==> config.mk <==
export PLATFORM = sky130hd
export DESIGN_NAME = tlvp_step
export DESIGN_NICKNAME = d
export VERILOG_FILES = /design/src/rtl/tlvp_pkg.sv /design/src/rtl/tlvp_step.sv
export SDC_FILE = /design/constraint.sdc
export NUM_CORES = 1
export LEC_CHECK = 0
export CAP_MARGIN = 5
export CORE_UTILIZATION = 45
export DETAILED_ROUTE_END_ITERATION = 7
export DONT_BUFFER_PORTS = 1
export SETUP_SLACK_MARGIN = 0.15
export SLEW_MARGIN = 20
export SYNTH_ARGS = -nofsm -noshare
export SYNTH_HDL_FRONTEND = slang
export SYNTH_SLANG_ARGS = --single-unit
==> constraint.sdc <==
create_clock -name vclk -period 2.13
set_input_delay 0.1065 -clock vclk [all_inputs]
set_output_delay 0.1065 -clock vclk [all_outputs]
set_load 0.01 [all_outputs]
==> src/rtl/tlvp_pkg.sv <==
// Package for the TLV frame parser: parser state, result record and constants.
// Used by the configuration interface, the parse step and the top level.
package tlvp_pkg;

	localparam int unsigned CFG_INDEX_W = 8;

	localparam logic [CFG_INDEX_W-1:0] REG_PREAMBLE_FIRST  = CFG_INDEX_W'(0);
	localparam logic [CFG_INDEX_W-1:0] REG_PREAMBLE_SECOND = CFG_INDEX_W'(1);

	localparam logic [7:0] PREAMBLE_FIRST_RST  = 8'h55;
	localparam logic [7:0] PREAMBLE_SECOND_RST = 8'hAA;

	typedef enum logic [4:0] {
		PH_HUNT   = 5'b00001,
		PH_TAG    = 5'b00010,
		PH_LENGTH = 5'b00100,
		PH_VALUE  = 5'b01000,
		PH_CHECK  = 5'b10000
	} phase_t;

	typedef struct packed {
		phase_t     phase;
		logic       pre_hit;
		logic [7:0] tag;
		logic [7:0] length;
		logic [7:0] value_count;
		logic [7:0] running_sum;
	} state_t;

	typedef struct packed {
		logic       payload_valid;
		logic [7:0] payload_byte;
		logic [7:0] payload_index;
		logic       frame_done;
		logic       frame_ok;
		logic [7:0] frame_tag;
		logic [7:0] frame_length;
	} result_t;

endpackage

==> src/rtl/tlvp_step.sv <==
// Combinational parse step: next parser state and result for one byte.
// Depends on tlvp_pkg.
module tlvp_step
	import tlvp_pkg::*;
(
	input  state_t     cur,
	input  logic [7:0] rx_byte,
	input  logic [7:0] preamble_first,
	input  logic [7:0] preamble_second,
	output state_t     nxt,
	output result_t    res
);

	logic [7:0] count_inc;

	assign count_inc = cur.value_count + 8'd1;

	always_comb begin
		nxt = cur;
		res = '0;
		case (cur.phase)
			PH_TAG: begin
				nxt.tag   = rx_byte;
				nxt.phase = PH_LENGTH;
			end
			PH_LENGTH: begin
				nxt.length      = rx_byte;
				nxt.value_count = 8'd0;
				nxt.running_sum = 8'd0;
				nxt.phase       = (rx_byte == 8'd0) ? PH_CHECK : PH_VALUE;
			end
			PH_VALUE: begin
				res.payload_valid = 1'b1;
				res.payload_byte  = rx_byte;
				res.payload_index = cur.value_count;
				nxt.running_sum   = cur.running_sum + rx_byte;
				nxt.value_count   = count_inc;
				if (count_inc == cur.length) begin
					nxt.phase = PH_CHECK;
				end
			end
			PH_CHECK: begin
				res.frame_done = 1'b1;
				res.frame_ok   = (rx_byte == cur.running_sum);
				nxt.phase      = PH_HUNT;
				nxt.pre_hit    = 1'b0;
			end
			default: begin
				nxt.phase = PH_HUNT;
				if (cur.phase == PH_HUNT && cur.pre_hit && rx_byte == preamble_second) begin
					nxt.pre_hit = 1'b0;
					nxt.phase   = PH_TAG;
				end else begin
					nxt.pre_hit = (rx_byte == preamble_first);
				end
			end
		endcase
		res.frame_tag    = nxt.tag;
		res.frame_length = nxt.length;
	end

endmodule

==> results of run 1 <==
cell usage in the layout, fill, tap and decap left out, types with 6 or more instances in the layout:
cell type	Yosys	routed
and2_1	17	17
ha_1	8	8
mux2_2	16	16
nand2_1	18	18
nand3_1	8	8
nor2_1	8	8
nor3_1	6	6
o21ai_0	16	16
xnor2_1	17	17
xor2_1	17	17
stage by stage:
step / util [%] / worst slack [ns] / std cells
after floorplan: - / 0.530 / 219
after global placement: 44.4 / 0.450 / 242
after detailed placement: 44.4 / 0.421 / 242
after CTS: 44.4 / 0.414 / 242
after global routing: 44.4 / 0.305 / 242
final: 44.4 / 0.398 / 242
final timing paths:
path | cells past startpoint | slack, ns | startpoint | end
min | 1 | 0.31 | cur[13] | nxt[13]
max | 6 | 0.40 | cur[2] | nxt[7]
final cells by class:
class              instances  area share, %
repair buffers             4           2.03
well taps                 46           3.89
multi-input cells        188           93.1
inverters                  4           1.01
cells by family after synthesis:
kind of cell    share of synthesized area, %
buf+inv                                 12.0
xor+xnor                                19.0
mux                                     12.2
fa+ha+maj                               7.67
compound gates                          19.1
simple gates                            30.1
routing by layer:
| layer | vias to the layer above | GRT usage [%] | wire [um] |
|---|---|---|---|
| met1 | 706 | 29.9 | 2020 |
| li1 | 728 | - | - |
| met5 | - | 0 | 0 |
| met4 | 0 | 0.974 | 19 |
| met2 | 76 | 42.9 | 2360 |
| met3 | 2 | 2.56 | 280 |
critical path: stages:
cell     delay [ns]
ha_1           0.34
o21ai_0        0.26
o21ai_1        0.12
and3_4         0.20
or4_1          0.46
nand3_1        0.14
power by group through the flow:
stage | logic, mW | clock network [mW] | registers [mW]
final | 0.269 | 0 | 0
after global routing | 0.297 | 0 | 0
after CTS | 0.269 | 0 | 0
after detailed placement | 0.267 | 0 | 0
after global placement | 0.263 | 0 | 0
after floorplan | 0.267 | 0 | 0
==> reports/qor.csv, run 1 <==
metric,value,unit
"Avg Cell Area, Syn",7.15,sq um
Hold WC Path Type,input pin to primary output,
RSZ-0062 raised after global routing,false,
Ant. Diodes,0,
Core Region,3340,sq um
antenna-violating nets left,0,
die area,3720,sq um
fmax,577,MHz
final wirelength,4680,um
footprint of the multi-input gates,1380,sq um
Worst VDD drop,107,uV
Final Hold Viols,0,
Synth top area share,11.5,%
Area Growth Syn to Fin,-5.44,%
GP Congestion,0.847,
Seq cells,0,
row count,21,
combinational fraction of design power,100.0,%
Synth Instances,219,
CP Data Arrival Time,1.63,ns
sequential fraction of the synthesis area,0,%
Clock Power Share,0,%
P per Cell Area,181,nW/um^2
vias in the first global route,1306,
Fill cells,364,
Synth area leader,mux2_2,
Final setup violation count,0,
Reg power frac,0,%
Placed Area,1480,sq um
initial antenna violation count,0,
syn nets,290,
FF+latch area,0,sq um
total of max-cap violations,0,
"top cells by count, synth","nand2_1 (18), and2_1 (17), buf_4 (17), xnor2_1 (17), xor2_1 (17)",
"count leader, synth",nand2_1,
Final Cycle Share,81.3,%
min Tclk post-route,1.73,ns
Final TNS setup,0,ns
outcome,completed,
first-pass GRT wire length,6440,um
Pwr Total,0.269,mW
Setup crit end kind,primary output,
GRT Util Overall,23.1,%
Initial Utilization,46.9,%
PostCTS Resize Cnt,0,
final layout net count,269,
Worst-Margin Slew,0.545,ns
Residual DRC,0,
drt wl/cell,19.3,um
Net Switching,0.148,mW
"Max FO, Critical Path",5,
die height,61.0,um
Synth area leaders,"mux2_2 (12%), xnor2_1 (9.5%), xor2_1 (9.5%), buf_4 (8.2%), and2_1 (6.8%)",
number of vias per cell,6.25,
cell leakage power,0.573,nW
I/O Buffers,0,
largest net degree at the start of global routing,20,
Final Max Slew Viols,0,
Post-CTS Setup Inserts,0,
total internal power,0.120,mW
slew margin rel.,63.4,%
Required @ worst endpoint,2.02,ns
Clock buffer cells,0,
Pre-Repair DR Iteration Count,4,
"Distinct cells, synth",43,
IO Pins,135,
CP Class,input pin to primary output,
worst hold slack,0.311,ns
via count,1512,
Die W,61.0,um
element type at the critical path start,input pin,
yosys warns,0,
Iteration-0 DRC Markers,68,
GRT Residual Overflow,0,
share of layout cells above drive strength 1,12.8,%
switch share,55.1,%
DP Wirelength,3790,um
design area,1480,sq um
Post-Syn Area,1570,sq um
# hold bufs at CTS,0,
No activity file was read; power rests on OpenSTA's default activity.
==> inputs of run 2 (changes only) <==
==> constraint.sdc (replaced) <==
create_clock -name vclk -period 1.6
set_input_delay 0.08 -clock vclk [all_inputs]
set_output_delay 0.08 -clock vclk [all_outputs]
set_load 0.01 [all_outputs]
==> run 2 against run 1 <==
Against the previous run:
- via count rose by 5.9%
- critical path depth did not move
- sequential share of layout area did not move
- routed wire length rose by 2.3%
- core utilization rose by 6.6 points
- cell count rose by 5.0%
- setup slack got worse by 0.29 ns
- critical path type unchanged
- largest cell class unchanged
==> reports/qor.csv, run 2 (synthesized netlist as in run 1, its figures left out) <==
metric,value,unit,change
placed cell count,253,,+4.5%
RSZ-0062 raised after global routing,true,,
fmax,671,MHz,
crit path cell chain,"ha_4, a211oi_4, o21ai_2, and3_4, or4_4, nand3_4",,
cell leakage power,0.645,nW,+13%
P per Cell Area,251,nW/um^2,+38%
utilization after layout,51.0,%,+6.6 points
share of layout cells above drive strength 1,24.5,%,+12 points
Worst-Margin Slew,0.487,ns,-0.0582 ns
Seq cells,0,,unchanged
Fill cells,355,,-2.5%
outcome,completed,,
initial antenna violation count,0,,unchanged
die height,61.0,um,unchanged
antenna-violating nets left,0,,unchanged
Final setup violation count,0,,unchanged
cell family with most CP delay,simple AND/OR/NAND/NOR gates,,
first-pass GRT wire length,6870,um,+6.6%
total of max-cap violations,0,,unchanged
CP Class,input pin to primary output,,
element type at the critical path start,input pin,,
Setup crit end kind,primary output,,
worst hold slack,0.260,ns,-0.0506 ns
final wirelength,4790,um,+2.3%
number of vias per cell,6.30,,+0.88%
IO Pins,135,,unchanged
CP Data Arrival Time,1.41,ns,-0.22 ns
max incr delay on CP,0.49,ns,+0.03 ns
die area,3720,sq um,unchanged
final layout net count,281,,+4.5%
Die W,61.0,um,unchanged
Pre-Repair DR Iteration Count,4,,unchanged
Residual DRC,0,,unchanged
I/O Buffers,0,,unchanged
Final Hold Viols,0,,unchanged
# hold bufs at CTS,0,,unchanged
Clock buffer cells,0,,unchanged
GP Congestion,0.819,,-3.3%
CP bufs+invs,0,,unchanged
DP Wirelength,3830,um,+1.0%
Final Max Slew Viols,0,,unchanged
drt wl/cell,18.8,um,-2.5%
Ant. Diodes,0,,unchanged
"Max FO, Critical Path",3,,-2
FF+latch area,0,sq um,unchanged
row count,21,,unchanged
Final TNS setup,0,ns,unchanged
largest net degree at the start of global routing,17,,-15%
GRT Residual Overflow,0,,unchanged
min Tclk post-route,1.49,ns,
fin cells,254,,+5.0%
Final Cycle Share,93.1,%,
"most common cell after layout, fill and taps aside",nand2_1,,
vias in the first global route,1441,,+10%
Required @ worst endpoint,1.52,ns,-0.50 ns
Hold WC Path Type,input pin to primary output,,
via count,1601,,+5.9%
Core Region,3340,sq um,unchanged
Initial Utilization,46.9,%,unchanged
Iteration-0 DRC Markers,80,,+18%
slew margin rel.,67.2,%,+3.8 points
crit path max-delay cell type,or4_4,,
Worst VDD drop,106,uV,-0.60%
Area Growth Syn to Fin,8.63,%,
most frequent cells in the layout,"nand2_1 (18), xor2_1 (17), xnor2_1 (17), and2_1 (17)",,
GRT Util Overall,24.5,%,+1.4 points
[run 2: path summary, 6_finish.rpt]
kind / startpoint / end / slack, ns / cells after the start
setup / recovery: cur[1] / nxt[7] / 0.11 / 6
hold / removal: cur[13] / nxt[13] / 0.26 / 1
[run 2: area by class of cell]
type,instances,area (sq um),area share [%]
well taps,46,57.6,3.38
inverters,4,15.0,0.883
repair buffers,16,120,7.06
multi-input cells,188,1510,88.7
[run 2: routing by layer]
layer	track usage, %	vias to the layer above	wire [um]
met4	3.57	0	86
met2	45.7	94	2410
met3	2.56	9	343
met5	0	-	0
met1	30.7	752	1950
li1	-	746	-
[run 2: through the flow]
| step | total power, mW | area [sq um] | setup slack (ns) |
|---|---|---|---|
| 2_1_floorplan | 0.366 | 1600 | 0.119 |
| 6_report | 0.426 | 1700 | 0.111 |
| 3_3_place_gp | 0.381 | 1600 | 0.0691 |
| 4_1_cts | 0.405 | 1640 | 0.108 |
| 5_1_grt | 0.472 | 1700 | 0.0830 |
| 3_5_place_dp | 0.388 | 1600 | 0.0485 |
[run 2: power breakdown]
group          total, mW  internal (mW)  switching (mW)  leakage [nW]
Sequential             0              0               0             0
Clock                  0              0               0             0
Combinational      0.426          0.210           0.217         0.645
Total              0.426          0.210           0.217         0.645
[run 2: repair_timing]
item / CTS / global route
gates cloned: 0 / 0
pin swaps: 3 / 2
resized for setup: 6 / 12
endpoints found under the setup margin: 3 / 6
buffers inserted: 1 / 0
endpoints found under the hold margin: 0 / 0
